$ cat src/rtl/phrp_pkg.sv
`timescale 1ns / 1ps
// Shared types and constants for the pixel hit record parser.
// No dependencies.
package phrp_pkg;

  localparam int unsigned ByteW  = 8;
  localparam int unsigned CountW = 15;
  localparam int unsigned ColW   = 13;
  localparam int unsigned RowW   = 9;
  // Hit code is (b0 << 14) + (b1 << 7) + b2.
  localparam int unsigned CodeW  = 23;

  typedef enum logic [1:0] {
    KIND_HEADER = 2'd0,
    KIND_HIT    = 2'd1,
    KIND_TRUNC  = 2'd2
  } record_kind_t;

endpackage

$ cat src/rtl/pixel_hit_record_parser.sv
`timescale 1ns / 1ps
// Top level of the pixel hit record parser: byte-stream parser with a result register.
// Depends on phrp_pkg.
//
// Takes one byte per cycle and gives at most one result per byte, in the cycle after
// the byte is accepted. The parse state (phase, plane, count, hit bytes) is updated
// by short logic in the accept cycle, and the result lands in one output register.
// in_stall rises only while that register holds a result that the consumer stalls,
// so with out_stall low the block sustains one byte per clock. A block_end inside a
// record yields a truncation result and returns the parser to its reset state.
module pixel_hit_record_parser (
  input  logic                              clk,
  input  logic                              rst,
  input  logic                              in_valid,
  output logic                              in_stall,
  input  logic [phrp_pkg::ByteW-1:0]        data_byte,
  input  logic                              block_end,
  output logic                              out_valid,
  input  logic                              out_stall,
  output logic [1:0]                        record_kind,
  output logic [phrp_pkg::ByteW-1:0]        plane_id,
  output logic [phrp_pkg::CountW-1:0]       hit_count,
  output logic [phrp_pkg::CountW-1:0]       hit_index,
  output logic [phrp_pkg::ColW-1:0]         column,
  output logic [phrp_pkg::RowW-1:0]         row,
  output logic                              last_hit,
  output logic                              end_of_block
);
  import phrp_pkg::*;

  typedef enum logic [2:0] {
    PH_PLANE    = 3'd0,
    PH_COUNT    = 3'd1,
    PH_COUNT_LO = 3'd2,
    PH_HIT0     = 3'd3,
    PH_HIT1     = 3'd4,
    PH_HIT2     = 3'd5
  } phase_t;

  phase_t              phase, phase_next;
  logic [ByteW-1:0]    current_plane, current_plane_next;
  logic [6:0]          count_high, count_high_next;
  logic [CountW-1:0]   hits_total, hits_total_next;
  logic [CountW-1:0]   hits_done, hits_done_next;
  logic [ByteW-1:0]    hit_byte_first, hit_byte_first_next;
  logic [ByteW-1:0]    hit_byte_second, hit_byte_second_next;

  logic                res_valid;
  record_kind_t        res_kind;
  logic [CountW-1:0]   res_index;
  logic [ColW-1:0]     res_col;
  logic [RowW-1:0]     res_row;
  logic                res_last;
  logic                res_eob;
  logic [ByteW-1:0]    res_plane;
  logic [CountW-1:0]   res_count;

  logic                header;
  logic                complete;
  logic                hit_last;
  logic [CodeW-1:0]    code;
  logic                in_accept;

  assign in_stall  = out_valid && out_stall;
  assign in_accept = in_valid && !in_stall;

  assign code = ({{(CodeW-ByteW){1'b0}}, hit_byte_first} << 14)
              + ({{(CodeW-ByteW){1'b0}}, hit_byte_second} << 7)
              + {{(CodeW-ByteW){1'b0}}, data_byte};
  assign hit_last = ({1'b0, hits_done} + {{CountW{1'b0}}, 1'b1}) == {1'b0, hits_total};

  always_comb begin
    phase_next           = phase;
    current_plane_next   = current_plane;
    count_high_next      = count_high;
    hits_total_next      = hits_total;
    hits_done_next       = hits_done;
    hit_byte_first_next  = hit_byte_first;
    hit_byte_second_next = hit_byte_second;
    res_valid = 1'b0;
    res_kind  = KIND_HEADER;
    res_index = '0;
    res_col   = '0;
    res_row   = '0;
    res_last  = 1'b0;
    res_eob   = 1'b0;
    res_plane = '0;
    res_count = '0;
    header    = 1'b0;
    complete  = 1'b0;

    unique case (phase)
      PH_COUNT: begin
        if (data_byte[7]) begin
          count_high_next = data_byte[6:0];
          phase_next      = PH_COUNT_LO;
        end else begin
          hits_total_next = {{(CountW-ByteW){1'b0}}, data_byte};
          header          = 1'b1;
        end
      end
      PH_COUNT_LO: begin
        hits_total_next = {count_high, data_byte};
        header          = 1'b1;
      end
      PH_HIT0: begin
        hit_byte_first_next = data_byte;
        phase_next          = PH_HIT1;
      end
      PH_HIT1: begin
        hit_byte_second_next = data_byte;
        phase_next           = PH_HIT2;
      end
      PH_HIT2: begin
        res_valid      = 1'b1;
        res_kind       = KIND_HIT;
        res_index      = hits_done;
        res_col        = code[RowW+ColW-1:RowW];
        res_row        = code[RowW-1:0];
        res_last       = hit_last;
        hits_done_next = hits_done + {{(CountW-1){1'b0}}, 1'b1};
        if (hit_last) begin
          complete   = 1'b1;
          phase_next = PH_PLANE;
        end else begin
          phase_next = PH_HIT0;
        end
      end
      default: begin
        // Unused phase codes act as the plane-id phase.
        current_plane_next = data_byte;
        count_high_next    = '0;
        hits_total_next    = '0;
        hits_done_next     = '0;
        phase_next         = PH_COUNT;
      end
    endcase

    if (header) begin
      res_valid      = 1'b1;
      res_kind       = KIND_HEADER;
      res_index      = '0;
      res_last       = (hits_total_next == '0);
      hits_done_next = '0;
      if (hits_total_next == '0) begin
        complete   = 1'b1;
        phase_next = PH_PLANE;
      end else begin
        phase_next = PH_HIT0;
      end
    end

    res_plane = current_plane_next;
    res_count = hits_total_next;

    if (block_end) begin
      if (complete) begin
        res_eob = 1'b1;
      end else begin
        // Drop any partial result, report the truncation, then start over.
        res_valid = 1'b1;
        res_kind  = KIND_TRUNC;
        res_index = hits_done_next;
        res_col   = '0;
        res_row   = '0;
        res_last  = 1'b0;
        res_eob   = 1'b1;
        phase_next           = PH_PLANE;
        current_plane_next   = '0;
        count_high_next      = '0;
        hits_total_next      = '0;
        hits_done_next       = '0;
        hit_byte_first_next  = '0;
        hit_byte_second_next = '0;
      end
    end
  end

  always_ff @(posedge clk) begin
    if (rst) begin
      phase           <= PH_PLANE;
      current_plane   <= '0;
      count_high      <= '0;
      hits_total      <= '0;
      hits_done       <= '0;
      hit_byte_first  <= '0;
      hit_byte_second <= '0;
      out_valid       <= 1'b0;
    end else begin
      if (in_accept) begin
        phase           <= phase_next;
        current_plane   <= current_plane_next;
        count_high      <= count_high_next;
        hits_total      <= hits_total_next;
        hits_done       <= hits_done_next;
        hit_byte_first  <= hit_byte_first_next;
        hit_byte_second <= hit_byte_second_next;
        out_valid       <= res_valid;
        // Result payload: load only on an accepted byte, hold otherwise.
        record_kind     <= res_kind;
        plane_id        <= res_plane;
        hit_count       <= res_count;
        hit_index       <= res_index;
        column          <= res_col;
        row             <= res_row;
        last_hit        <= res_last;
        end_of_block    <= res_eob;
      end else if (!out_stall) begin
        out_valid <= 1'b0;
      end
    end
  end

  a_trunc_ends_block: assert property (@(posedge clk) disable iff (rst)
    out_valid && record_kind == KIND_TRUNC |-> end_of_block && !last_hit)
    else $error("truncation result without end of block");

  a_hit_index_in_range: assert property (@(posedge clk) disable iff (rst)
    out_valid && record_kind == KIND_HIT |-> hit_index < hit_count)
    else $error("hit index beyond announced count");

  a_block_end_restarts: assert property (@(posedge clk) disable iff (rst)
    in_accept && block_end |=> phase == PH_PLANE)
    else $error("parser not at plane id after block end");

  a_reset_clears_out: assert property (@(posedge clk)
    $past(rst) |-> !out_valid)
    else $error("result valid right after reset");

endmodule

$ cat config.mk
export PLATFORM = sky130hd
export DESIGN_NAME = pixel_hit_record_parser
export DESIGN_NICKNAME = d
export VERILOG_FILES = /design/src/rtl/phrp_pkg.sv /design/src/rtl/pixel_hit_record_parser.sv
export SDC_FILE = /design/constraint.sdc
export NUM_CORES = 1
export LEC_CHECK = 0
export BUFFER_PORTS_ARGS = -buffer_cell sky130_fd_sc_hd__buf_2
export CAP_MARGIN = 20
export CELL_PAD_IN_SITES_DETAIL_PLACEMENT = 2
export CELL_PAD_IN_SITES_GLOBAL_PLACEMENT = 2
export CORE_ASPECT_RATIO = 0.8
export CORE_MARGIN = 1.5
export CORE_UTILIZATION = 24
export DETAILED_ROUTE_END_ITERATION = 12
export PLACE_DENSITY_LB_ADDON = 0.3
export SLEW_MARGIN = 20
export SYNTH_ARGS = -nofsm -noshare
export SYNTH_HDL_FRONTEND = slang
export SYNTH_SLANG_ARGS = --single-unit
$ cat constraint.sdc
create_clock -name clk -period 3.5 [get_ports clk]
set_clock_uncertainty 0.1 [all_clocks]
set_input_delay 0.7 -clock clk [delete_from_list [all_inputs] [get_ports clk]]
set_output_delay 0.7 -clock clk [all_outputs]
set_load 0.02 [all_outputs]
==> out/summary.txt <==
CP endpoint kind: flip-flop
Leak Pwr: 3.05 nW
final hold vios: 0
register clock-pin slew on the reported worst setup and hold paths: 0.07 ns
startpoint types: flip-flop
#FFs+latches synth: 129
Post-Syn Area: 6730 um^2
CP arrival: 3.55 ns
clk sink count: 129
final max-slew violation count: 0
combinational share of power: 8.5%
area delta synth->final: 23.7%
Starting Density: 24.5%
die area: 29100 um^2
P_sw: 0.00105 W
drt total wl: 24900 um
Core Rows: 54
max-cap violations: 0
Boundary Pins: 79
fillers: 3145
placed cell area: 7690 um^2
outcome: finished clean
top post-synthesis cells by count: nand2_1 (72), a21oi_1 (68), dfxtp_1 (65)
worst slew pin tran: 0.727 ns
initial DRC count: 394
post-DR wirelength/cell: 21.1 um
ant diodes: 0
FFs w/ async S/R, synth: 0%
synthesized-area fraction occupied by and/or/nand/nor cells: 16.3%
TritonCTS buffer count: 17
CP peak stage delay: 0.61 ns
Via density: 5.11
CTS H-Tree Depth: 4
CTS root buf: clkbuf_16
Synth Area in XOR/XNOR: 4.59%
Design Area, Final: 8330 um^2
drt drc: 0
Post-Synthesis Net Count: 734
share of the cycle needed by the critical path after routing: 94.6%
Yosys top cell by area: edfxtp_1
clock latency on the worst-skew pair: 0.43 ns
I/O Buffers: 78
Core ar.: 27400 um^2
max_slew headroom: 51.4%
post-synthesis mux area share: 1.65%
switch share: 26.9%
post-layout util: 30.4%
share of layout cells above drive strength 1: 21.9%
EDFF count, synth: 64
critical path class: reg2reg
P_int: 0.00286 W
Synth top area share: 28.5%
top_reg_cell synth: dfxtp_1
Peak Freq: 0.302 GHz
largest net degree at the start of global routing: 40
Cells after Synth: 717
Final Wtd Congestion: 0.807
peak fanout along the critical path: 7
Nets: 818
Post-Synth Adder-Cell Area: 0.743%
post-synthesis sequential area ratio: 47.9%
GR Overflow Total: 0
vias in the first global route: 6368
CP max stage cell: or4b_4
critical path data required time: 3.74 ns
Total GRT Usage: 17.7%
Final HPWL DP: 17700 um
die width: 190 um
wire length of the first global-routing pass: 39200 um
largest family of logic cells by synthesized area: compound AO/OA/AOI/OAI gates
Area contributors post-synth: edfxtp_1 (29%), dfxtp_1 (19%), a21oi_1 (5.1%), nand2_1 (4.0%), a22o_1 (3.1%)
Critical path buffers and inverters: 0
CTS tree: yes
Top delay family on crit path: simple AND/OR/NAND/NOR gates
TritonRoute pass-1 iters: 4
die height: 153 um
complex-gate fraction of the synthesized area: 23.4%
initial antenna violation count: 0
worst ir drop on vdd: 0.357 mV
Clock Path Buffers: 2
routed vias: 6020
RSZ-0062 raised after global routing: no
clock network power share: 49.6%
leading cell type by number of instances after synthesis: nand2_1
Setup TNS: 0 ns
Flop pwr share: 41.9%
critical path cell sequence: ha_1 > xor3_1 > nor3_1 > o2111ai_1 > or3_1 > or4b_4 > a211o_1 > o22ai_1
unique cell type count in the Yosys netlist: 69
Syn Area/Cell: 9.39 um^2
r2r setup slk: 0.19 ns
HP Class: reg2reg
Synthesis Warnings: 0
min cycle time layout: 3.31 ns
PwrDens: 470 nW/um^2
# setup viols final: 0
DRT antenna net count: 0
==> power groups by stage <==
stage	clock network [W]	logic, W	registers, W
floorplan	0	0.000150	0.00171
global placement	0	0.000327	0.00167
detailed placement	0	0.000329	0.00167
CTS	0.00199	0.000332	0.00164
global route	0.00204	0.000362	0.00164
finish	0.00194	0.000333	0.00164
==> worst paths after layout <==
path / startpoint / cells past startpoint / endpoint
setup reg to reg: hits_done[0]$_SDFFE_PP0P_ / 8 / count_high[2]$_SDFFE_PP0P_
hold reg to reg: hit_byte_second[7]$_SDFFE_PP0P_ / 1 / hit_byte_second[7]$_SDFFE_PP0P_
setup / recovery: hits_done[0]$_SDFFE_PP0P_ / 8 / count_high[2]$_SDFFE_PP0P_
hold / removal: hit_byte_second[7]$_SDFFE_PP0P_ / 1 / hit_byte_second[7]$_SDFFE_PP0P_
==> placed cells by master (no fill, tap or decap), types with 9 or more instances in the layout <==
| cell type | count |
|---|---|
| o211ai_1 | 27 |
| o22ai_1 | 10 |
| and3_1 | 10 |
| inv_1 | 26 |
| o311ai_0 | 9 |
| buf_4 | 43 |
| and2_1 | 12 |
| xor2_1 | 17 |
| and4_1 | 9 |
| nand4_1 | 10 |
| nand3_1 | 18 |
| a22o_1 | 24 |
| a21oi_1 | 68 |
| edfxtp_1 | 64 |
| o21ai_1 | 20 |
| clkbuf_16 | 17 |
| buf_2 | 78 |
| dfxtp_1 | 65 |
| nand2_1 | 72 |
| o21ai_0 | 17 |
| nor2_1 | 44 |
| xnor2_1 | 13 |
| a22oi_1 | 9 |
| nor3_1 | 12 |
==> flip-flops by register name, indices dropped and copies added, names as in the netlist, 2 cells and up <==
name and count:
record_kind 2, row 9, hit_byte_first 8, hit_byte_second 8, hit_index 15, hits_total 15
count_high 7, hits_done 15, phase 3, column 13, hit_count 15, current_plane 8
plane_id 8
==> logic make-up (layout without fill, tap and decap cells) <==
kind of cell	Yosys count	in the layout
AOI/OAI and AO/OA	233	233
and+or+nand+nor	220	220
DFF	129	129
buffers and inverters	89	186
xor gates and xnor gates	32	32
muxes	10	10
adders and majority gates	4	4
==> metal layers <==
layer  share of wire, %  global-route usage (%)  routed length, um
met5                  0                       0                  0
met4               0.94                    4.16                235
met3                3.6                    2.92                900
met2                 43                    26.3              10800
met1                 52                    26.4              13000
==> metrics by stage <==
step | cells | setup slack [ns] | hold WS [ns] | power (W)
4_1_cts | 1177 | 0.169 | 0.396 | 0.00396
6_report | 1178 | 0.189 | 0.402 | 0.00391
3_5_place_dp | 1145 | 0.191 | 0.382 | 0.00200
3_3_place_gp | 1145 | 0.277 | 0.375 | 0.00200
2_1_floorplan | 717 | 0.652 | 0.354 | 0.00186
5_1_grt | 1178 | 0.00515 | 0.433 | 0.00405
==> layout make-up <==
| cell class | instances | area, um^2 | share of cell area, % |
|---|---|---|---|
| sequential | 129 | 3220 | 38.7 |
| multi-input combinational | 499 | 3170 | 38.0 |
| timing repair buffer | 123 | 753 | 9.04 |
| tap | 364 | 455 | 5.47 |
| clock buffer | 17 | 425 | 5.11 |
| clock inverter | 15 | 191 | 2.30 |
| inverter | 31 | 116 | 1.40 |
==> repair_timing <==
item                                    4_1_cts  5_1_grt
hold buffers                                  0        0
buffers inserted                              0        1
resized for setup                             0        0
endpoints found under the setup margin        0        3
No activity file was read; power rests on OpenSTA's default activity.
